===== src/mer_pkg.sv =====
// Shared constants and types of the midpoint ellipse rasterizer.
// No dependencies; every module of the block imports this package.
package mer_pkg;

    localparam int RAD_BITS  = 10;                  // radius and point coordinate width
    localparam int CTR_BITS  = 10;                  // center coordinate width
    localparam int PIX_W     = 12;                  // emitted pixel coordinate width
    localparam int DEC_W     = 48;                  // decision value width (scaled by 4)
    localparam int SQ_W      = 2 * RAD_BITS;        // width of a radius squared
    localparam int HH_W      = 2 * (RAD_BITS + 1);  // width of (2x+1)^2 and (y-1)^2
    localparam int MUL_W     = 2 * RAD_BITS + 4;    // signed multiplier operand width
    localparam int PROD_W    = 2 * MUL_W;           // multiplier product width
    localparam int CFG_W     = (RAD_BITS > CTR_BITS) ? RAD_BITS : CTR_BITS;
    localparam int CFG_IDX_W = 2;

    localparam logic [CFG_IDX_W-1:0] CFG_CENTER_X = 2'd0;
    localparam logic [CFG_IDX_W-1:0] CFG_CENTER_Y = 2'd1;
    localparam logic [CFG_IDX_W-1:0] CFG_RADIUS_A = 2'd2;
    localparam logic [CFG_IDX_W-1:0] CFG_RADIUS_B = 2'd3;

    // mirror orders of the four symmetric pixels
    localparam logic MIR_REGION_ONE = 1'b0;  // (+x,+y) (-x,+y) (+x,-y) (-x,-y)
    localparam logic MIR_REGION_TWO = 1'b1;  // (+x,+y) (+x,-y) (-x,+y) (-x,-y)

    typedef struct packed {
        logic                valid;
        logic                mirror;
        logic                finished;
        logic [RAD_BITS-1:0] x;
        logic [RAD_BITS-1:0] y;
    } t_emit_req;

endpackage


===== src/mer_mul.sv =====
// Shared signed multiplier of the ellipse rasterizer, product registered.
// Depends on mer_pkg for the operand and product widths.
module mer_mul import mer_pkg::*; (
    input  logic                     i_clk,
    input  logic signed [MUL_W-1:0]  i_a,
    input  logic signed [MUL_W-1:0]  i_b,
    output logic signed [PROD_W-1:0] o_p
);

    logic signed [PROD_W-1:0] r_p;

    always_ff @(posedge i_clk) begin
        r_p <= i_a * i_b;
    end

    assign o_p = r_p;

endmodule


===== config.mk =====
export PLATFORM = sky130hd
export DESIGN_NAME = mer_mul
export DESIGN_NICKNAME = d
export VERILOG_FILES = /design/src/mer_pkg.sv /design/src/mer_mul.sv
export SDC_FILE = /design/constraint.sdc
export NUM_CORES = 2
export LEC_CHECK = 0
export BUFFER_PORTS_ARGS = -buffer_cell sky130_fd_sc_hd__buf_2
export CORE_MARGIN = 2
export CORE_UTILIZATION = 50
export DETAILED_ROUTE_END_ITERATION = 10
export PLACE_DENSITY = 0.69
export SYNTH_ARGS = -nofsm -noshare
export SYNTH_HDL_FRONTEND = slang
export SYNTH_SLANG_ARGS = --single-unit

===== constraint.sdc =====
create_clock -name i_clk -period 7.21 [get_ports i_clk]
set_input_delay 0.3605 -clock i_clk [delete_from_list [all_inputs] [get_ports i_clk]]
set_output_delay 0.3605 -clock i_clk [all_outputs]
set_load 0.03 [all_outputs]

After elaboration in Yosys (flattened, before gate mapping)
Cells that the tools add are included.
W data, S select, Z words.
Operators by class
  multipliers: 1
Operators by type and width (count)
  $mul A24 B24 Y48: 1
Word-level totals
  output and inout bits: 48
  logic and storage cells: 2
  input port bits: 49
  register bits after elaboration: 48

Logic depth before layout (Yosys ltp)
  word-level depth: 1
  gate-level depth with buffers: 27
  mapped depth without buffers: 25

Worst setup path after synthesis
OpenSTA, ideal clock, no wires.
  path type: input port to flip-flop
  start: input port i_a[23]
  end: register r_p[46] (netlist: o_p[46])
  arrival: 6816 ps
  path buffers: 1
  library setup time: 72 ps
  slack: 321 ps
  data required time: 7138 ps
  stages on the path: 22
  cell sequence: clkbuf_1 > nand2_1 > inv_1 > fa_1 > fa_1 > inv_1 > fa_1 > inv_1 > fa_1 > fa_1 > fa_1 > fa_1 > ha_1 > a211oi_1 > nand2b_1 > a2111oi_0 > o2111ai_1 > nand2_1 > o311ai_2 > a211o_1 > a21oi_1 > xnor2_1
On the way
  longest elaborated chain between the ends: 1
RTL lines
  from (decl): RTL line mer_mul.sv:5  | input logic signed [MUL_W-1:0] i_a,
  $mul A24 B24 Y48: RTL line mer_mul.sv:13  | r_p <= i_a * i_b;
  to (signal assigned): RTL line mer_mul.sv:13
  to (decl): RTL line mer_mul.sv:10  | logic signed [PROD_W-1:0] r_p;
No other way between the ends.

Worst setup path in the final report
  start: input port i_b[3]
  end: register r_p[44] (netlist: o_p[44])
On the way
  longest elaborated chain between the ends: 1
RTL lines
  from (decl): RTL line mer_mul.sv:6  | input logic signed [MUL_W-1:0] i_b,
  $mul A24 B24 Y48: RTL line mer_mul.sv:13
No other way between the ends.

==> results.sh <==
export IMPL_synth_nets=3111
export IMPL_critPathMaxStageDelay_ns=0.59
export IMPL_grt_usage_pct=27.1
export IMPL_antenna_found_initial=2
export IMPL_seq_area_um2=961
export IMPL_seq_area_frac_synth_pct=4.36
export IMPL_hold_buffers=0
export IMPL_async_flop_share_pct=0
export IMPL_final_max_slew_violation_count=0
export IMPL_cts_root_buf="clkbuf_16"
export IMPL_syn_avg_cell_area_um2=9.49
export IMPL_hold_viol_final=0
export IMPL_die_w_um=214
export IMPL_wirelength_um=56800
export IMPL_yosysWarningCount=0
export IMPL_die_area_um2=45700
export IMPL_grt_pass1_wl_um=93300
export IMPL_drive_above_1_share_pct=9.93
export IMPL_crit_path_end_kind="flop"
export IMPL_cts_buffers=5
export IMPL_drc=0
export IMPL_nFillCells=3908
export IMPL_grt_ovfl_total=0
export IMPL_slew_headroom_pct=52.9
export IMPL_path_class="input pin to flop"
export IMPL_cts_resized_gates=0
export IMPL_worst_pin_slew_ns=0.695
export IMPL_final_min_clock_period_ns=6.91
export IMPL_crit_chain="buf_2 > buf_4 > nand2_1 > fa_1 > fa_1 > fa_1 > fa_1 > inv_1 > fa_1 > fa_1 > inv_1 > fa_1 > inv_1 > ha_1 > buf_4 > nand4_1 > a211oi_1 > o311ai_1 > o2111ai_1 > nand2_1 > o311ai_4 > a21bo_2 > a21oi_1 > xnor2_1"
export IMPL_cp_slowest_cell="fa_1"
export IMPL_cts_buffer_depth=2
export IMPL_row_count=76
export IMPL_grt_pass1_vias=17900
export IMPL_post_cts_buffers=0
export IMPL_clk_pin_slew_ns=0.11
export IMPL_syn_to_final_growth_pct=9.03
export IMPL_start_util_pct=50.9
export IMPL_dr_total_vias=15700
export IMPL_pin_count=97
export IMPL_setup_viol=0
export IMPL_dp_hpwl_um=49400
export IMPL_drt_iter0_drc=894
export IMPL_nets=3235
export IMPL_ys_seq_elements=48
export IMPL_start_kind="input pin"
export IMPL_ant_nets=0
export IMPL_clock_sinks=48
export IMPL_hold_slack_ns=0.499
export IMPL_crit_arrival_ns=7.13
export IMPL_via_per_inst=5.19
export IMPL_largest_reg_flops=48
export IMPL_wl_per_cell_um=18.7
export IMPL_period_share_pct=95.8
export IMPL_core_area_um2=43300
export IMPL_netlist_area_um2=22000
export IMPL_cts_htree_levels=2
export IMPL_dr_pass1_iters=5
export IMPL_ys_types=54
export IMPL_synth_edf_count=0
export IMPL_tritoncts="built"
export IMPL_cp_max_fo=10
export IMPL_hp_class="input pin to flop"
export IMPL_status="finished clean"
export IMPL_drv_cap=0
export IMPL_max_freq_mhz=145
export IMPL_multi_input_area_um2=18500
export IMPL_die_height_um=214
export IMPL_gp_congestion=0.903
export IMPL_grt_max_degree=22
export IMPL_ys_flop_type="dfxtp_1"
export IMPL_crit_required_ns=7.44
export IMPL_io_buffers=96
export IMPL_syn_inst=2321
export IMPL_crit_top_cell="fa_1"
-- worst paths after layout --
path                         endpoint  slack [ns]  depth (start not counted)  startpoint
worst max-delay path  o_p[44]$_DFF_P_        0.30                         24      i_b[3]
worst min-delay path   o_p[0]$_DFF_P_        0.50                          2      i_b[0]
-- routing by layer --
metal,up-vias,routed length [µm],global-route usage (%)
li1,6894,-,-
met1,8199,21800,33.2
met2,513,29100,47.2
met3,140,3240,4.19
met4,2,2690,12.5
met5,-,13,0
-- through the flow --
| step | area (µm²) | instances | TNS [ns] | setup WS (ns) | util (%) |
|---|---|---|---|---|---|
| 2_1_floorplan | 22000 | 2321 | 0 | 0.321 | - |
| 3_3_place_gp | 23800 | 3023 | -0.373 | -0.114 | 55.0 |
| 3_5_place_dp | 23800 | 3023 | -0.899 | -0.233 | 55.0 |
| 4_1_cts | 24000 | 3031 | 0 | 0.112 | 55.4 |
| 5_1_grt | 24000 | 3032 | -0.00380 | -0.00380 | 55.5 |
| 6_report | 24000 | 3032 | 0 | 0.302 | 55.5 |
-- worst max-delay path, delay by kind of cell --
family | cells | cell delay [ns]
XOR/XNOR | 1 | 0.13
AND/OR/NAND/NOR | 3 | 0.40
buffers and inverters | 6 | 0.79
AO/OA/AOI/OAI | 6 | 1.49
adder cells (fa/ha/maj) | 8 | 3.93
-- cell type report --
class	instances	share of cell area, %
inverters	591	9.24
clock buffers	5	0.521
repair buffers	216	6.02
multi-input cells	1583	77.0
flip-flops and latches	48	4.00
clock inverters	3	0.193
diodes	1	0.0104
well taps	585	3.05
-- layout by cell type, fill, tap and decap left out, types with 4 or more instances in the layout --
cell type | netlist | layout
a211oi_1 | 7 | 7
a21o_1 | 13 | 13
a21oi_1 | 37 | 37
and2_1 | 274 | 274
and3_1 | 5 | 5
buf_12 | 0 | 5
buf_2 | 2 | 95
buf_4 | 0 | 115
clkbuf_16 | 0 | 5
dfxtp_1 | 48 | 48
fa_1 | 607 | 606
ha_1 | 134 | 134
inv_1 | 590 | 590
nand2_1 | 307 | 307
nand2b_1 | 10 | 10
nand3_1 | 8 | 8
nand4_1 | 4 | 4
nor2_1 | 39 | 39
nor3_1 | 4 | 4
o211ai_1 | 5 | 5
o21ai_0 | 19 | 19
o21bai_1 | 10 | 10
xnor2_1 | 43 | 43
xor2_1 | 11 | 11
-- Yosys cell counts, types with 4 or more instances --
| cell type | n | share of area (%) |
|---|---|---|
| a21o_1 | 13 | 0.44 |
| xor2_1 | 11 | 0.44 |
| xnor2_1 | 43 | 1.7 |
| nor3_1 | 4 | 0.091 |
| o21ai_1 | 4 | 0.091 |
| o21ai_0 | 19 | 0.43 |
| a21oi_1 | 37 | 0.84 |
| nand2b_1 | 10 | 0.28 |
| nand2_1 | 307 | 5.2 |
| o21bai_1 | 10 | 0.34 |
| nor2_1 | 39 | 0.66 |
| ha_1 | 134 | 7.6 |
| o211ai_1 | 5 | 0.17 |
| clkbuf_1 | 95 | 1.6 |
| dfxtp_1 | 48 | 4.4 |
| a211oi_1 | 7 | 0.24 |
| fa_1 | 607 | 55 |
| nand3_1 | 8 | 0.18 |
| inv_1 | 590 | 10 |
| nand4_1 | 4 | 0.11 |
| and2_1 | 274 | 7.8 |
| and3_1 | 5 | 0.14 |
-- cells by family (layout without fill, tap and decap cells) --
group                    after synthesis  after routing  synth area share [%]
flip-flops                            48             48                  4.36
buffers and inverters                690            815                  11.8
adder cells (fa/ha/maj)              741            741                  62.8
AO/OA/AOI/OAI                        127            127                  4.04
other                                  0              1                     0
XOR/XNOR                              54             54                  2.15
AND/OR/NAND/NOR                      661            661                  14.8
Power is left out: the tool's default activity adds up to more than one toggle a clock period on the data nets, which glitch-free logic cannot reach.
