==> config.mk <==
export PLATFORM = sky130hd
export DESIGN_NAME = mer_emit
export DESIGN_NICKNAME = d
export VERILOG_FILES = /design/src/mer_pkg.sv /design/src/mer_emit.sv
export SDC_FILE = /design/constraint.sdc
export NUM_CORES = 1
export LEC_CHECK = 0
export BUFFER_PORTS_ARGS = -buffer_cell sky130_fd_sc_hd__buf_2
export CAP_MARGIN = 0
export CORE_ASPECT_RATIO = 2
export CORE_MARGIN = 2
export CORE_UTILIZATION = 55
export CTS_CLUSTER_SIZE = 25
export DETAILED_ROUTE_END_ITERATION = 16
export PLACE_DENSITY = 0.8
export SLEW_MARGIN = 0
export SYNTH_ARGS = -nofsm -noshare
export SYNTH_HDL_FRONTEND = slang
export SYNTH_SLANG_ARGS = --single-unit
==> constraint.sdc <==
create_clock -name i_clk -period 2.65 [get_ports i_clk]
set_input_delay 0 -clock i_clk [delete_from_list [all_inputs] [get_ports i_clk]]
set_output_delay 0 -clock i_clk [all_outputs]
set_load 0.005 [all_outputs]
==> src/mer_pkg.sv <==
// Shared constants and types of the midpoint ellipse rasterizer.
// No dependencies; every module of the block imports this package.
package mer_pkg;

    localparam int RAD_BITS  = 10;                  // radius and point coordinate width
    localparam int CTR_BITS  = 10;                  // center coordinate width
    localparam int PIX_W     = 12;                  // emitted pixel coordinate width
    localparam int DEC_W     = 48;                  // decision value width (scaled by 4)
    localparam int SQ_W      = 2 * RAD_BITS;        // width of a radius squared
    localparam int HH_W      = 2 * (RAD_BITS + 1);  // width of (2x+1)^2 and (y-1)^2
    localparam int MUL_W     = 2 * RAD_BITS + 4;    // signed multiplier operand width
    localparam int PROD_W    = 2 * MUL_W;           // multiplier product width
    localparam int CFG_W     = (RAD_BITS > CTR_BITS) ? RAD_BITS : CTR_BITS;
    localparam int CFG_IDX_W = 2;

    localparam logic [CFG_IDX_W-1:0] CFG_CENTER_X = 2'd0;
    localparam logic [CFG_IDX_W-1:0] CFG_CENTER_Y = 2'd1;
    localparam logic [CFG_IDX_W-1:0] CFG_RADIUS_A = 2'd2;
    localparam logic [CFG_IDX_W-1:0] CFG_RADIUS_B = 2'd3;

    // mirror orders of the four symmetric pixels
    localparam logic MIR_REGION_ONE = 1'b0;  // (+x,+y) (-x,+y) (+x,-y) (-x,-y)
    localparam logic MIR_REGION_TWO = 1'b1;  // (+x,+y) (+x,-y) (-x,+y) (-x,-y)

    typedef struct packed {
        logic                valid;
        logic                mirror;
        logic                finished;
        logic [RAD_BITS-1:0] x;
        logic [RAD_BITS-1:0] y;
    } t_emit_req;

endpackage

==> src/mer_emit.sv <==
// Pixel emitter: expands one point into its four mirror pixels, one per ready cycle
// through an output register. Depends on mer_pkg for widths and the request struct.
module mer_emit import mer_pkg::*; (
    input  logic                       i_clk,
    input  logic                       i_rst_n,
    input  t_emit_req                  i_req,
    input  logic        [CTR_BITS-1:0] i_center_x,
    input  logic        [CTR_BITS-1:0] i_center_y,
    output logic                       o_busy,
    output logic                       o_valid,
    input  logic                       i_ready,
    output logic signed [PIX_W-1:0]    o_pixel_x,
    output logic signed [PIX_W-1:0]    o_pixel_y,
    output logic                       o_last_of_step,
    output logic                       o_finished
);

    logic        [2:0]          r_cnt;
    logic        [1:0]          r_k;
    logic        [RAD_BITS-1:0] r_x;
    logic        [RAD_BITS-1:0] r_y;
    logic                       r_mirror;
    logic                       r_fin;
    logic                       r_valid;
    logic signed [PIX_W-1:0]    r_pix_x;
    logic signed [PIX_W-1:0]    r_pix_y;
    logic                       r_last;
    logic                       r_fin_out;

    logic                       load;
    logic                       neg_x;
    logic                       neg_y;
    logic        [PIX_W-1:0]    cx;
    logic        [PIX_W-1:0]    cy;
    logic        [PIX_W-1:0]    ox;
    logic        [PIX_W-1:0]    oy;
    logic        [PIX_W-1:0]    px;
    logic        [PIX_W-1:0]    py;

    assign load  = (r_cnt != 3'd0) && (!r_valid || i_ready);
    assign neg_x = (r_mirror == MIR_REGION_TWO) ? r_k[1] : r_k[0];
    assign neg_y = (r_mirror == MIR_REGION_TWO) ? r_k[0] : r_k[1];

    always_comb begin
        cx = PIX_W'(i_center_x);
        cy = PIX_W'(i_center_y);
        ox = PIX_W'(r_x);
        oy = PIX_W'(r_y);
        px = neg_x ? (cx - ox) : (cx + ox);
        py = neg_y ? (cy - oy) : (cy + oy);
    end

    always_ff @(posedge i_clk) begin
        if (!i_rst_n) begin
            r_cnt   <= 3'd0;
            r_k     <= 2'd0;
            r_valid <= 1'b0;
        end else begin
            if (i_req.valid) begin
                r_cnt <= 3'd4;
                r_k   <= 2'd0;
            end else if (load) begin
                r_cnt <= r_cnt - 3'd1;
                r_k   <= r_k + 2'd1;
            end
            if (load) begin
                r_valid <= 1'b1;
            end else if (i_ready) begin
                r_valid <= 1'b0;
            end
        end
    end

    always_ff @(posedge i_clk) begin
        if (i_req.valid) begin
            r_x      <= i_req.x;
            r_y      <= i_req.y;
            r_mirror <= i_req.mirror;
            r_fin    <= i_req.finished;
        end
        if (load) begin
            r_pix_x   <= $signed(px);
            r_pix_y   <= $signed(py);
            r_last    <= (r_k == 2'd3);
            r_fin_out <= r_fin;
        end
    end

    assign o_busy         = (r_cnt != 3'd0);
    assign o_valid        = r_valid;
    assign o_pixel_x      = r_pix_x;
    assign o_pixel_y      = r_pix_y;
    assign o_last_of_step = r_last;
    assign o_finished     = r_fin_out;

endmodule
# Word level (Yosys, flattened, before mapping)
# Index checks and enable logic that the tools add are counted.
[totals] word_cells=35 in_bits=46 reg_bits=54
[op_classes] n_bitwise=1 eq_ne=1 reduce_logical=7 n_mux=8 n_addsub=6
[op_table] operator="two-way mux 12 bit" n=2
[op_table] operator="adder 10 x 10 -> 11 bit" n=2
[op_table] operator="subtractor 10 x 10 -> 11 bit" n=2
[op_table] operator="two-way mux 3 bit" n=2
[op_table] operator="two-way mux 1 bit" n=4
[op_table] operator="nonzero test 2 bit" n=2
[op_table] operator="nonzero test 3 bit" n=1
[op_table] operator="subtractor 3 x 1 -> 3 bit (second input constant)" n=1
[op_table] operator="adder 2 x 1 -> 2 bit (second input constant)" n=1
[op_table] operator="== test 2 bit (second input constant)" n=1
[op_table] operator="OR reduction 2 bit" n=1
[op_table] operator="logical AND 1 bit" n=1
[op_table] operator="logical NOT 1 bit" n=1
[op_table] operator="logical OR 1 bit" n=1
[op_table] operator="NOT 1 bit" n=1

# Logic depth before layout (Yosys ltp)
# Gate-level depths: netlist of the first run.
[logic_depth] depth_word=5 ltp_mapped=10

# Worst setup path after synthesis of the first run
# Ideal clock, no wire load.
[synth_path] path_type="register to register" from="register r_cnt[0]" to="register r_cnt[2]" setup_slack_ns=0.328 path_stages_with_launch=9 arrival_time_ns=2.207 setup_time_ns=0.115 required_time_ns=2.535 cell_sequence="dfxtp_1 -> inv_1 -> ha_1 -> ha_1 -> inv_1 -> and2_1 -> clkbuf_1 -> a21oi_1 -> o21a_1"
[synth_via] elab_chain_len=3 word_cells_on_any_way=6 classes_between="1 x add/sub; 2 x mux; 3 x reduce/logical"
[synth_rtl] item="start: declaration" line="mer_emit.sv:18" source="logic [2:0] r_cnt;"
[synth_rtl] item="start signal: assignment" line="mer_emit.sv:63" source="r_cnt <= r_cnt - 3'd1;"
[synth_rtl] item="nonzero test 3 bit"
[synth_rtl] item="named net o_busy" line="mer_emit.sv:9" source="output logic o_busy,"
[synth_rtl] item="logical AND 1 bit" line="mer_emit.sv:40" source="assign load = (r_cnt != 3'd0) && (!r_valid || i_ready);"
[synth_rtl] item="named net load" line="mer_emit.sv:30" source="logic load;"
[synth_rtl] item="nonzero test 2 bit (no line)"
# The timed path passes the listed nets, and every way through them passes these cells. The select of a mux whose other input is x is not followed.
# A chain may end at the register's enable or synchronous reset.

# Final worst setup path of the first run
[layout_path] from="register r_y[0]" to="register r_pix_y[10] (netlist: o_pixel_y[10]) (data pin)"
[layout_via] elab_chain_len=2 word_cells_on_any_way=3 classes_between="2 x add/sub; 1 x mux"
[layout_rtl] item="start: declaration" line="mer_emit.sv:21" source="logic [RAD_BITS-1:0] r_y;"
[layout_rtl] item="start signal: assignment" line="mer_emit.sv:77" source="r_y <= i_req.y;"
[layout_rtl] item="adder 10 x 10 -> 11 bit or subtractor 10 x 10 -> 11 bit (tied branches)" line="mer_emit.sv:50" source="py = neg_y ? (cy - oy) : (cy + oy);"
[layout_rtl] item="two-way mux 12 bit (*)" line="mer_emit.sv:50"
[layout_rtl] item="named net py[10]" line="mer_emit.sv:38" source="logic [PIX_W-1:0] py;"
[layout_rtl] item="end signal: assignment" line="mer_emit.sv:83" source="r_pix_y <= $signed(py);"
[layout_rtl] item="end: declaration" line="mer_emit.sv:26" source="logic signed [PIX_W-1:0] r_pix_y;"
# Mark *: on every way through the listed nets, which the timed path passes. The rest lies on a longest branch.

==> summary.txt, run 1 <==
STATUS
------------------------------------------------------------------------------
Result of the run ...............................................    completed

LOGIC SYNTHESIS
------------------------------------------------------------------------------
Synthesized Nets ................................................          417
Area share of the leading cell type in the synthesized netlist ..        0.418
Number of flops mapped to enable cells by yosys .................           48
Post-synth cell types ...........................................           45
Post-synthesis register bit count ...............................           54
Share of synthesized area occupied by flip-flops and latches ....        0.453
Synthesized cell area ...........................................   3450 sq um
Cell types with the largest area share after synthesis .......... sky130_fd_sc_hd__edfxtp_1 42%, sky130_fd_sc_hd__ha_1 16%, sky130_fd_sc_hd__inv_1 4.6%, sky130_fd_sc_hd__xnor2_1 3.8%, sky130_fd_sc_hd__a21oi_1 3.5%
Share of flip-flops with an asynchronous set or reset ...........            0
Most area-hungry cell type in the Yosys netlist ................. sky130_fd_sc_hd__edfxtp_1
Count of mapped cells out of synthesis ..........................          324
Mean instance size in the synthesized netlist ...................   10.6 sq um
Most used standard cells in the synthesized netlist ............. 48 x sky130_fd_sc_hd__edfxtp_1, 43 x sky130_fd_sc_hd__ha_1, 42 x sky130_fd_sc_hd__inv_1, 24 x sky130_fd_sc_hd__a21oi_1, 22 x sky130_fd_sc_hd__nor2_1
Total of warnings raised by yosys ...............................            0
Most used flip-flop cell after synthesis ........................ sky130_fd_sc_hd__edfxtp_1
Cell with the most instances after synthesis .................... sky130_fd_sc_hd__edfxtp_1

CRITICAL PATH
------------------------------------------------------------------------------
Endpoint of the worst-slack reg-to-reg timing path .............. o_pixel_y[10]$_DFFE_PP_
Biggest fanout along the worst timing path ......................            3
Sort of element at the end of the critical path .................     register
Required time at the endpoint of the critical path ..............      2.76 ns
Reg-to-reg startpoint ........................................... r_y[0]$_DFFE_PP_
Worst setup path category ....................................... register to register
FF-to-FF path depth .............................................            9
Critical Path Source Type .......................................     register
Data arrival, critical path .....................................      2.43 ns
Register-to-register setup slack ................................      0.32 ns

FLOORPLAN
------------------------------------------------------------------------------
Area of the die .................................................   6960 sq um
Count of boundary I/O pins ......................................           74
Effective utilization at floorplan ..............................        0.569
Die extent in y .................................................  116 microns
Core ar. ........................................................   6060 sq um
Standard-cell rows ..............................................           40
Die X ........................................................... 60.0 microns

DETAILED ROUTING
------------------------------------------------------------------------------
TritonRoute pass-1 iters ........................................            4
Residual antenna-violating net count after detailed routing .....            0
Average routed wire per standard cell ........................... 15.2 microns
Total DRC errors in the routed layout ...........................            0
Final wirelength ................................................ 7680 microns
Detailed Route Iter0 Violations .................................           93
Vias ............................................................         2751
Vias per cell ...................................................         5.44

GRT
------------------------------------------------------------------------------
Number of global-route vias before repair .......................         2684
Maximum number of pins on one net before global-route repair ....           25
Antenna violations before repair ................................            0
Global-route wire length before repair .......................... 11900 microns
Residual overflow from global routing ...........................            0
GR Util All Layers ..............................................        0.231

TIMING
------------------------------------------------------------------------------
Post-route setup TNS ............................................         0 ns
Min Tclk post-route .............................................      2.33 ns
Hold violation count in the final report ........................            0
Final clock skew ................................................   0.00382 ns
Final setup violation count .....................................            0
RSZ-0062 raised after global routing ............................        false
Share of the clock period used by the worst path after layout ...        0.878
Worst Max-Slew Pin Slew .........................................     0.591 ns
Number of max-slew violations in the final report ...............            0
Setup slack of the critical path after layout ...................     0.324 ns
WHS .............................................................    0.0161 ns
Max-slew headroom at the worst pin ..............................        0.606
Max Clock Freq ..................................................      430 MHz

PLACED DESIGN
------------------------------------------------------------------------------
Total placed cells including tap cells ..........................          475
Worst-case setup slack after placement ..........................     0.357 ns
DP Wirelength ................................................... 5700 microns
Port buffer count ...............................................           73
Routability-driven placement congestion ratio ...................        0.915

CTS
------------------------------------------------------------------------------
Number of buffers created by CTS ................................            5
Cell chosen for the clock root .................................. sky130_fd_sc_hd__clkbuf_16
Count of instances resized after the clock tree is built ........            0
Setup bufs post-CTS .............................................            0
H-tree levels ...................................................            2
Bufs on Longest Clock Path ......................................            2
CTS clk-pin slew, worst paths ...................................      0.07 ns
Number of clock sinks seen by CTS ...............................           54
Clock latency reported for the late side of the worst-skew pair .      0.29 ns
TritonCTS clock tree ............................................        built

POWER AND IR DROP
------------------------------------------------------------------------------
Static Leak .....................................................      1.95 nW
Gate power share ................................................        0.287
PD cells ........................................................  598 nW/um^2
Power dissipated by switching net loads .........................   0.000741 W
IR Drop Worst-Case VDD ..........................................   0.000537 V
Relative contribution of sequential cells to total power ........        0.452
Switching Share .................................................        0.290
Internal Power ..................................................    0.00181 W
Proportion of power drawn by the clock network ..................        0.262

LAYOUT
------------------------------------------------------------------------------
Sequential standard cell area ...................................   1560 sq um
Area used by multi-input combinational logic ....................   1680 sq um
Synth-to-Final Area Change ......................................        24.0%
Final-layout fill cell count ....................................          464
Final #Nets .....................................................          514
Fraction of layout cells with a size suffix above 1 .............        0.209
Final Non-Filler Cells ..........................................          506
Number of antenna diodes ........................................            0
End-of-flow core utilization ....................................        0.706

WORST HOLD PATH
------------------------------------------------------------------------------
Endpoint, Worst Hold ............................................ o_valid$_SDFFE_PN0P_
Worst hold path class ........................................... input port to register
Hold path depth .................................................            3
Worst hold start ................................................      i_ready

FLOW RUN
------------------------------------------------------------------------------
Max Cap Violations ..............................................            0

[worst max-delay path: stages (launching register included)]
cell,delay [ns]
sky130_fd_sc_hd__edfxtp_1,0.35
sky130_fd_sc_hd__ha_1,0.14
sky130_fd_sc_hd__inv_1,0.05
sky130_fd_sc_hd__fa_1,0.38
sky130_fd_sc_hd__a21oi_1,0.19
sky130_fd_sc_hd__o21ai_0,0.12
sky130_fd_sc_hd__a21oi_1,0.31
sky130_fd_sc_hd__o21ai_0,0.16
sky130_fd_sc_hd__o21a_1,0.19
sky130_fd_sc_hd__a221oi_1,0.24
[what timing repair did]
item,4_1_cts,5_1_grt
hold buffers,23,0
endpoints found under the hold margin,24,0
endpoints found under the setup margin,0,0
[worst max path at each step]
stage	start	to	slack [ns]	cells past startpoint
5_1_grt	r_y[0]$_DFFE_PP_	o_pixel_y[10]$_DFFE_PP_	0.07	9
2_1_floorplan	r_cnt[0]$_SDFFE_PP0P_	r_cnt[2]$_SDFFE_PN0P_	0.33	8
6_report	r_y[0]$_DFFE_PP_	o_pixel_y[10]$_DFFE_PP_	0.32	9
3_3_place_gp	r_y[0]$_DFFE_PP_	o_pixel_y[10]$_DFFE_PP_	0.42	9
3_5_place_dp	r_y[0]$_DFFE_PP_	o_pixel_y[10]$_DFFE_PP_	0.36	9
4_1_cts	r_y[0]$_DFFE_PP_	o_pixel_y[10]$_DFFE_PP_	0.34	9
[flip-flops by register name (all words and copies together), names as in the netlist]
name            cells
o_pixel_x          12
o_pixel_y          12
r_x                10
r_y                10
r_cnt               3
r_k                 2
o_finished          1
o_last_of_step      1
o_valid             1
r_fin               1
r_mirror            1
[logic make-up (layout without fill, tap and decap cells)]
kind of cell,count (synthesis),count (layout),synth area share
adder cells (fa/ha/maj),47,47,0.179
multiplexers,8,8,0.0240
AO/OA/AOI/OAI,81,81,0.149
AND/OR/NAND/NOR,64,64,0.0886
buffers and inverters,52,150,0.0606
flip-flops,54,54,0.453
XOR/XNOR,18,18,0.0457
[placed cells by master, fill, tap and decap left out, types with 3 or more instances in the layout]
master	count
sky130_fd_sc_hd__a21o_1	7
sky130_fd_sc_hd__xnor2_1	15
sky130_fd_sc_hd__buf_2	73
sky130_fd_sc_hd__o31ai_1	4
sky130_fd_sc_hd__a21oi_1	24
sky130_fd_sc_hd__nor2_1	22
sky130_fd_sc_hd__mux2i_1	6
sky130_fd_sc_hd__buf_4	4
sky130_fd_sc_hd__a31oi_1	4
sky130_fd_sc_hd__nor3_1	9
sky130_fd_sc_hd__o21ai_0	17
sky130_fd_sc_hd__dlygate4sd3_1	23
sky130_fd_sc_hd__dfxtp_1	6
sky130_fd_sc_hd__xor2_1	3
sky130_fd_sc_hd__nor2b_1	6
sky130_fd_sc_hd__ha_1	43
sky130_fd_sc_hd__fa_1	4
sky130_fd_sc_hd__clkbuf_16	5
sky130_fd_sc_hd__o21a_1	3
sky130_fd_sc_hd__inv_1	42
sky130_fd_sc_hd__nand3_1	5
sky130_fd_sc_hd__nand2_1	10
sky130_fd_sc_hd__nand2b_1	4
sky130_fd_sc_hd__edfxtp_1	48
[per-stage QoR]
step	instance area, sq um	total power (W)
finish	4270	0.00255
CTS	4270	0.00256
detailed placement	3900	0.00187
floorplan	3450	0.00161
global placement	3900	0.00185
global route	4270	0.00269
[final cells by class]
cell class / count / share of cell area
Clock inverter: 1 / 0.00117
Clock buffer: 7 / 0.0334
Multi-Input combinational cell: 218 / 0.392
Inverter: 42 / 0.0369
Timing Repair Buffer: 100 / 0.146
Sequential cell: 54 / 0.365
Tap cell: 84 / 0.0246
[layer usage]
metal	GRT usage	vias up	part of all wire
met5	0	-	0
met2	0.460	92	0.61
met3	0.0313	22	0.034
met1	0.208	1303	0.33
met4	0.120	0	0.032
li1	-	1334	-
[power by group through the flow]
| stage | logic (W) | registers [W] | clock network (W) |
|---|---|---|---|
| after detailed placement | 0.000699 | 0.00117 | 0 |
| after global routing | 0.000817 | 0.00117 | 0.000702 |
| after global placement | 0.000686 | 0.00117 | 0 |
| final | 0.000733 | 0.00115 | 0.000669 |
| after CTS | 0.000729 | 0.00115 | 0.000680 |
| after floorplan | 0.000432 | 0.00118 | 0 |
Note: power is estimated with default switching activity, not from simulation.
==> run 2: changes to the inputs <==
BUFFER_PORTS_ARGS = unset   (was -buffer_cell sky130_fd_sc_hd__buf_2)
CORE_UTILIZATION = 64   (was 55)
DONT_BUFFER_PORTS = 1   (was unset)
==> run 2 against run 1 <==
  * Non-clock buffer count fell by 72
  * Global-route usage rose by 2.2 points
  * Design area fell by 9.3%
  * Clock-buffer cell count did not move
  * Highest routed layer unchanged
  * Largest power group unchanged
  * Largest cell class unchanged
==> summary.txt, run 2 (synthesized netlist as in run 1, its figures left out) <==
POWER AND IR DROP
---------------------------------------------------------------------------------
PD cells ...........................................................  622 nW/um^2   was 598 nW/um^2
IR Drop Worst-Case VDD .............................................   0.000747 V   was 0.000537 V
Static Leak ........................................................      1.66 nW   was 1.95 nW

STATUS
---------------------------------------------------------------------------------
Result of the run ..................................................    completed   unchanged

CRITICAL PATH
---------------------------------------------------------------------------------
Critical path, cell by cell ........................................ ha_1 > inv_1 > fa_1 > o21ba_1 > or3_1 > a21oi_1 > nor4_1 > o32ai_1 > xnor2_1   was ha_1 > inv_1 > fa_1 > a21oi_1 > o21ai_0 > a21oi_1 > o21ai_0 > o21a_1 > a221oi_1
Number of buffer and inverter instances along the worst setup path .            1   unchanged
Required time at the endpoint of the critical path .................      2.71 ns   was 2.76 ns
Sort of element at the end of the critical path ....................     register   unchanged
Data arrival, critical path ........................................      2.54 ns   was 2.43 ns
Worst setup path category .......................................... register to register   unchanged
Critical Path Source Type ..........................................     register   unchanged
Biggest fanout along the worst timing path .........................            2   was 3
Crit path largest cell delay .......................................      0.40 ns   was 0.38 ns
Cell type group with the largest total delay on the critical path .. compound AO/OA/AOI/OAI gates   unchanged
Standard cell with the maximum stage delay on the critical path .... sky130_fd_sc_hd__fa_1   unchanged

DETAILED ROUTING
---------------------------------------------------------------------------------
Average routed wire per standard cell .............................. 17.7 microns   was 15.2 microns
Vias per cell ......................................................         6.14   was 5.44
Residual antenna-violating net count after detailed routing ........            0   unchanged
Final wirelength ................................................... 7240 microns   was 7680 microns
Detailed Route Iter0 Violations ....................................           93   unchanged
Vias ...............................................................         2505   was 2751
TritonRoute pass-1 iters ...........................................            4   unchanged
Total DRC errors in the routed layout ..............................            0   unchanged

TIMING
---------------------------------------------------------------------------------
Hold violation count in the final report ...........................            0   unchanged
Min Tclk post-route ................................................      2.48 ns   was 2.33 ns
Max-slew headroom at the worst pin .................................        0.243   was 0.606
Final setup violation count ........................................            0   unchanged
Share of the clock period used by the worst path after layout ......        0.936   was 0.878
WHS ................................................................    0.0316 ns   was 0.0161 ns
RSZ-0062 raised after global routing ...............................        false   unchanged
Final clock skew ...................................................    0.0115 ns   was 0.00382 ns
Number of max-slew violations in the final report ..................            0   unchanged
Max Clock Freq .....................................................      403 MHz   was 430 MHz
Post-route setup TNS ...............................................         0 ns   unchanged
Worst Max-Slew Pin Slew ............................................      1.13 ns   was 0.591 ns

LAYOUT
---------------------------------------------------------------------------------
Final-layout fill cell count .......................................          361   was 464
Final #Nets ........................................................          442   was 514
Number of antenna diodes ...........................................            0   unchanged
Most common cell after layout, fill and taps aside ................. sky130_fd_sc_hd__edfxtp_1   was sky130_fd_sc_hd__buf_2
Fraction of layout cells with a size suffix above 1 ................       0.0429   was 0.209
Synth-to-Final Area Change .........................................        12.5%   was 24.0%
Leading cell types in the layout, fill and taps excluded ........... 48 x sky130_fd_sc_hd__edfxtp_1, 43 x sky130_fd_sc_hd__ha_1, 42 x sky130_fd_sc_hd__inv_1, 25 x sky130_fd_sc_hd__dlygate4sd3_1, 24 x sky130_fd_sc_hd__a21oi_1   was 73 x sky130_fd_sc_hd__buf_2, 48 x sky130_fd_sc_hd__edfxtp_1, 43 x sky130_fd_sc_hd__ha_1, 42 x sky130_fd_sc_hd__inv_1, 24 x sky130_fd_sc_hd__a21oi_1

GRT
---------------------------------------------------------------------------------
Maximum number of pins on one net before global-route repair .......           34   was 25
Antenna violations before repair ...................................            0   unchanged
Number of global-route vias before repair ..........................         2628   was 2684
Residual overflow from global routing ..............................            0   unchanged
Global-route wire length before repair ............................. 11700 microns   was 11900 microns
GR Util All Layers .................................................        0.253   was 0.231

CTS
---------------------------------------------------------------------------------
CTS clk-pin slew, worst paths ......................................      0.10 ns   was 0.07 ns
TritonCTS clock tree ...............................................        built   unchanged
Setup bufs post-CTS ................................................            0   unchanged
Bufs on Longest Clock Path .........................................            2   unchanged
Number of clock sinks seen by CTS ..................................           54   unchanged
Cell chosen for the clock root ..................................... sky130_fd_sc_hd__clkbuf_8   was sky130_fd_sc_hd__clkbuf_16
Clock latency reported for the late side of the worst-skew pair ....      0.32 ns   was 0.29 ns
Number of buffers added to fix hold violations after cts ...........           25   was 23
Number of buffers created by CTS ...................................            5   unchanged
Count of instances resized after the clock tree is built ...........            0   unchanged
H-tree levels ......................................................            2   unchanged

PLACED DESIGN
---------------------------------------------------------------------------------
Routability-driven placement congestion ratio ......................        0.885   was 0.915
Port buffer count ..................................................            0   was 73
DP Wirelength ...................................................... 5220 microns   was 5700 microns

FLOW RUN
---------------------------------------------------------------------------------
Max Cap Violations .................................................            0   unchanged

FLOORPLAN
---------------------------------------------------------------------------------
Area of the die ....................................................   6020 sq um   was 6960 sq um
Die X .............................................................. 55.9 microns   was 60.0 microns
Standard-cell rows .................................................           37   was 40
Die extent in y ....................................................  108 microns   was 116 microns
Core ar. ...........................................................   5180 sq um   was 6060 sq um
Effective utilization at floorplan .................................        0.665   was 0.569
Count of boundary I/O pins .........................................           74   unchanged

WORST HOLD PATH
---------------------------------------------------------------------------------
Worst hold path class .............................................. input port to register   unchanged

==> run 2: final timing paths <==
path / end / cells past startpoint / start / slack [ns]
worst max register to register: o_pixel_x[8]$_DFFE_PP_ / 9 / r_x[0]$_DFFE_PP_ / 0.17
worst min-delay path: o_pixel_x[0]$_DFFE_PP_ / 3 / i_center_x[0] / 0.03
worst min register to register: o_finished$_DFFE_PP_ / 0 / r_fin$_DFFE_PP_ / 0.45
worst max-delay path: o_pixel_x[8]$_DFFE_PP_ / 9 / r_x[0]$_DFFE_PP_ / 0.17
==> run 2: area by class of cell <==
cell class,count,area (sq um),area share
clock buffers,7,108,0.0277
repair buffers,28,273,0.0703
multi-input cells,218,1680,0.432
well taps,58,72.6,0.0187
clock inverters,1,30.0,0.00774
inverters,42,158,0.0406
flip-flops and latches,54,1560,0.403
==> run 2: worst register-to-register path, cell delays in order, from the launching register on <==
cell                       delay, ns
sky130_fd_sc_hd__edfxtp_1       0.37
sky130_fd_sc_hd__ha_1           0.17
sky130_fd_sc_hd__inv_1          0.06
sky130_fd_sc_hd__fa_1           0.40
sky130_fd_sc_hd__o21ba_1        0.20
sky130_fd_sc_hd__or3_1          0.32
sky130_fd_sc_hd__a21oi_1        0.27
sky130_fd_sc_hd__nor4_1         0.09
sky130_fd_sc_hd__o32ai_1        0.21
sky130_fd_sc_hd__xnor2_1        0.13
==> run 2: metal layers <==
layer / part of all wire / global-route usage
met5: 0 / 0
met3: 0.037 / 0.0481
met1: 0.34 / 0.238
met4: 0.038 / 0.145
met2: 0.58 / 0.491
==> run 2: metrics by stage <==
step	power [W]	worst slack (ns)	cell area, sq um	instances	util
2_1_floorplan	0.00161	0.328	3450	324	-
3_3_place_gp	0.00172	0.423	3490	375	0.673
3_5_place_dp	0.00174	0.352	3490	375	0.673
4_1_cts	0.00242	0.256	3880	408	0.748
5_1_grt	0.00253	0.0871	3880	408	0.748
6_report	0.00241	0.169	3880	408	0.748
==> run 2: power by group <==
part	switching, W	internal, W
logic	0.000346	0.000248
registers	0.0000699	0.00111
clock network	0.000277	0.000365
==> run 3: changes to the inputs <==
PLACE_DENSITY = unset   (was 0.8)
PLACE_DENSITY_LB_ADDON = 0.25   (was unset)
==> run 3 against run 2 <==
  * Power shrank 7.7%
  * Setup slack gained 0.11 ns
  * Clock skew shrank 0.0014 ns
  * Clock-buffer cell count grew 1
  * Wire length grew 1.6%
  * Fmax grew 4.6%
  * Sequential share of layout area grew 0.45 points
  * Largest cell class unchanged
  * Global-route usage grew 0.37 points
  * First-iteration DRC count shrank 19%
  * Cell count grew 0.49%
  * Core utilization shrank 0.82 points
==> summary.txt, run 3 (synthesized netlist as in run 1, its figures left out) <==
DETAILED ROUTING
---------------------------------------------------------------------------------
Residual antenna-violating net count after detailed routing ........            0   unchanged
TritonRoute pass-1 iters ...........................................            5   was 4
Final wirelength ................................................... 7360 microns   was 7240 microns
Detailed Route Iter0 Violations ....................................           75   was 93
Vias ...............................................................         2457   was 2505
Vias per cell ......................................................         5.99   was 6.14
Average routed wire per standard cell .............................. 17.9 microns   was 17.7 microns
Total DRC errors in the routed layout ..............................            0   unchanged

CTS
---------------------------------------------------------------------------------
CTS clk-pin slew, worst paths ......................................      0.09 ns   was 0.10 ns
Number of clock sinks seen by CTS ..................................           54   unchanged
TritonCTS clock tree ...............................................        built   unchanged
Cell chosen for the clock root ..................................... sky130_fd_sc_hd__clkbuf_8   unchanged
Clock latency reported for the late side of the worst-skew pair ....      0.31 ns   was 0.32 ns
Setup bufs post-CTS ................................................            0   unchanged
Number of buffers created by CTS ...................................            5   unchanged
Bufs on Longest Clock Path .........................................            2   unchanged
H-tree levels ......................................................            2   unchanged

GRT
---------------------------------------------------------------------------------
GR Util All Layers .................................................        0.257   was 0.253
Residual overflow from global routing ..............................            0   unchanged
Number of global-route vias before repair ..........................         2670   was 2628
Global-route wire length before repair ............................. 11800 microns   was 11700 microns
Antenna violations before repair ...................................            0   unchanged
Maximum number of pins on one net before global-route repair .......           25   was 34

LAYOUT
---------------------------------------------------------------------------------
Number of antenna diodes ...........................................            0   unchanged
Synth-to-Final Area Change .........................................        11.3%   was 12.5%
Final #Nets ........................................................          444   was 442
Final-layout fill cell count .......................................          361   unchanged
Leading cell types in the layout, fill and taps excluded ........... 48 x sky130_fd_sc_hd__edfxtp_1, 43 x sky130_fd_sc_hd__ha_1, 42 x sky130_fd_sc_hd__inv_1, 25 x sky130_fd_sc_hd__dlygate4sd3_1, 24 x sky130_fd_sc_hd__a21oi_1   unchanged
Most common cell after layout, fill and taps aside ................. sky130_fd_sc_hd__edfxtp_1   unchanged
Fraction of layout cells with a size suffix above 1 ................       0.0398   was 0.0429

PLACED DESIGN
---------------------------------------------------------------------------------
DP Wirelength ...................................................... 5490 microns   was 5220 microns
Routability-driven placement congestion ratio ......................        0.921   was 0.885
Port buffer count ..................................................            0   unchanged

TIMING
---------------------------------------------------------------------------------
RSZ-0062 raised after global routing ...............................        false   unchanged
Min Tclk post-route ................................................      2.37 ns   was 2.48 ns
Max Clock Freq .....................................................      422 MHz   was 403 MHz
Number of max-slew violations in the final report ..................            0   unchanged
Hold violation count in the final report ...........................            0   unchanged
Final clock skew ...................................................    0.0100 ns   was 0.0115 ns
Post-route setup TNS ...............................................         0 ns   unchanged
Share of the clock period used by the worst path after layout ......        0.895   was 0.936
Worst Max-Slew Pin Slew ............................................      1.15 ns   was 1.13 ns
Final setup violation count ........................................            0   unchanged
Max-slew headroom at the worst pin .................................        0.228   was 0.243

FLOORPLAN
---------------------------------------------------------------------------------
Die extent in y ....................................................  108 microns   unchanged
Core ar. ...........................................................   5180 sq um   unchanged
Standard-cell rows .................................................           37   unchanged
Effective utilization at floorplan .................................        0.665   unchanged
Count of boundary I/O pins .........................................           74   unchanged
Die X .............................................................. 55.9 microns   unchanged
Area of the die ....................................................   6020 sq um   unchanged

CRITICAL PATH
---------------------------------------------------------------------------------
Cell type group with the largest total delay on the critical path .. compound AO/OA/AOI/OAI gates   unchanged
Reg-to-reg startpoint .............................................. r_x[0]$_DFFE_PP_   unchanged
Required time at the endpoint of the critical path .................      2.71 ns   about the same
Standard cell with the maximum stage delay on the critical path .... sky130_fd_sc_hd__fa_1   unchanged
Number of buffer and inverter instances along the worst setup path .            1   unchanged
Endpoint of the worst-slack reg-to-reg timing path ................. o_pixel_x[8]$_DFFE_PP_   unchanged
FF-to-FF path depth ................................................            9   unchanged
Worst setup path category .......................................... register to register   unchanged
Biggest fanout along the worst timing path .........................            2   unchanged
Crit path largest cell delay .......................................      0.38 ns   was 0.40 ns
Critical Path Source Type ..........................................     register   unchanged
Register-to-register setup slack ...................................      0.28 ns   was 0.17 ns
Sort of element at the end of the critical path ....................     register   unchanged
Critical path, cell by cell ........................................ ha_1 > inv_1 > fa_1 > o21ba_1 > or3_1 > a21oi_1 > nor4_1 > o32ai_1 > xnor2_1   unchanged
Data arrival, critical path ........................................      2.44 ns   was 2.54 ns

POWER AND IR DROP
---------------------------------------------------------------------------------
Proportion of power drawn by the clock network .....................        0.201   was 0.266
Internal Power .....................................................    0.00155 W   was 0.00172 W
PD cells ...........................................................  581 nW/um^2   was 622 nW/um^2
Power dissipated by switching net loads ............................   0.000676 W   was 0.000692 W
Switching Share ....................................................        0.304   was 0.287
Overall power ......................................................    0.00223 W   was 0.00241 W
Static Leak ........................................................      1.64 nW   was 1.66 nW
Gate power share ...................................................        0.268   was 0.246
Relative contribution of sequential cells to total power ...........        0.531   was 0.488
IR Drop Worst-Case VDD .............................................   0.000537 V   was 0.000747 V

FLOW RUN
---------------------------------------------------------------------------------
Max Cap Violations .................................................            0   unchanged

WORST HOLD PATH
---------------------------------------------------------------------------------
Worst hold path class .............................................. input port to register   unchanged
Worst hold start ................................................... i_center_y[1]   was i_center_x[0]
Hold path depth ....................................................            3   unchanged
Endpoint, Worst Hold ............................................... o_pixel_y[1]$_DFFE_PP_   was o_pixel_x[0]$_DFFE_PP_

STATUS
---------------------------------------------------------------------------------
Result of the run ..................................................    completed   unchanged

-- run 3: changes by cell type in the layout (fill, tap and decap cells not counted), sizes merged --
cell,change
clkbuf,+1
bufinv,-1
buf,+2
-- run 3: metrics by stage --
step           utilization  instance area [sq um]  setup slack, ns  hold WS [ns]  instances
2_1_floorplan            -                   3450            0.328        0.0989        324
3_3_place_gp         0.676                   3510            0.404        0.0989        377
3_5_place_dp         0.676                   3510            0.347        0.0989        377
4_1_cts              0.740                   3840            0.325        0.0377        410
5_1_grt              0.740                   3840           0.0977        0.0552        410
6_report             0.740                   3840            0.278        0.0406        410
-- run 3: area by class of cell --
cell class / instances / area [sq um] / share of cell area
clock buffers: 8 / 80.1 / 0.0209
flip-flops and latches: 54 / 1560 / 0.407
multi-input cells: 218 / 1680 / 0.437
inverters: 42 / 158 / 0.0411
well taps: 58 / 72.6 / 0.0189
repair buffers: 30 / 288 / 0.0750
-- run 3: metal layers --
layer	wire, microns	up-vias	share of wire	global-route usage
met3	297	19	0.040	0.0481
met1	2500	1155	0.34	0.233
li1	-	1196	-	-
met2	4330	87	0.59	0.511
met4	231	0	0.031	0.141
met5	0	-	0	0
-- run 3: power groups by stage --
stage	logic (W)	registers [W]	clock network [W]
6_report	0.000598	0.00118	0.000448
5_1_grt	0.000665	0.00119	0.000489
4_1_cts	0.000589	0.00119	0.000461
3_5_place_dp	0.000549	0.00121	0
3_3_place_gp	0.000538	0.00120	0
2_1_floorplan	0.000432	0.00118	0
-- run 3: worst max-delay path by stage --
stage,endpoint,cells after the start,from
floorplan,r_cnt[2]$_SDFFE_PN0P_,8,r_cnt[0]$_SDFFE_PP0P_
finish,o_pixel_x[8]$_DFFE_PP_,9,r_x[0]$_DFFE_PP_
global route,o_pixel_y[10]$_DFFE_PP_,9,r_y[0]$_DFFE_PP_
global placement,o_pixel_x[10]$_DFFE_PP_,9,r_x[0]$_DFFE_PP_
detailed placement,o_pixel_x[8]$_DFFE_PP_,9,r_x[0]$_DFFE_PP_
CTS,o_pixel_x[8]$_DFFE_PP_,9,r_x[0]$_DFFE_PP_
-- run 3: tightest hold or removal path, cell delays in order --
cell and delay, ns:
sky130_fd_sc_hd__fa_1 0.14, sky130_fd_sc_hd__nand2_1 0.04, sky130_fd_sc_hd__o21ai_0 0.06
-- run 3: timing repair --
| action | 4_1_cts | 5_1_grt |
|---|---|---|
| gates resized for setup | 0 | 0 |
| hold buffers | 25 | 0 |
| hold endpoints to repair | 50 | 0 |
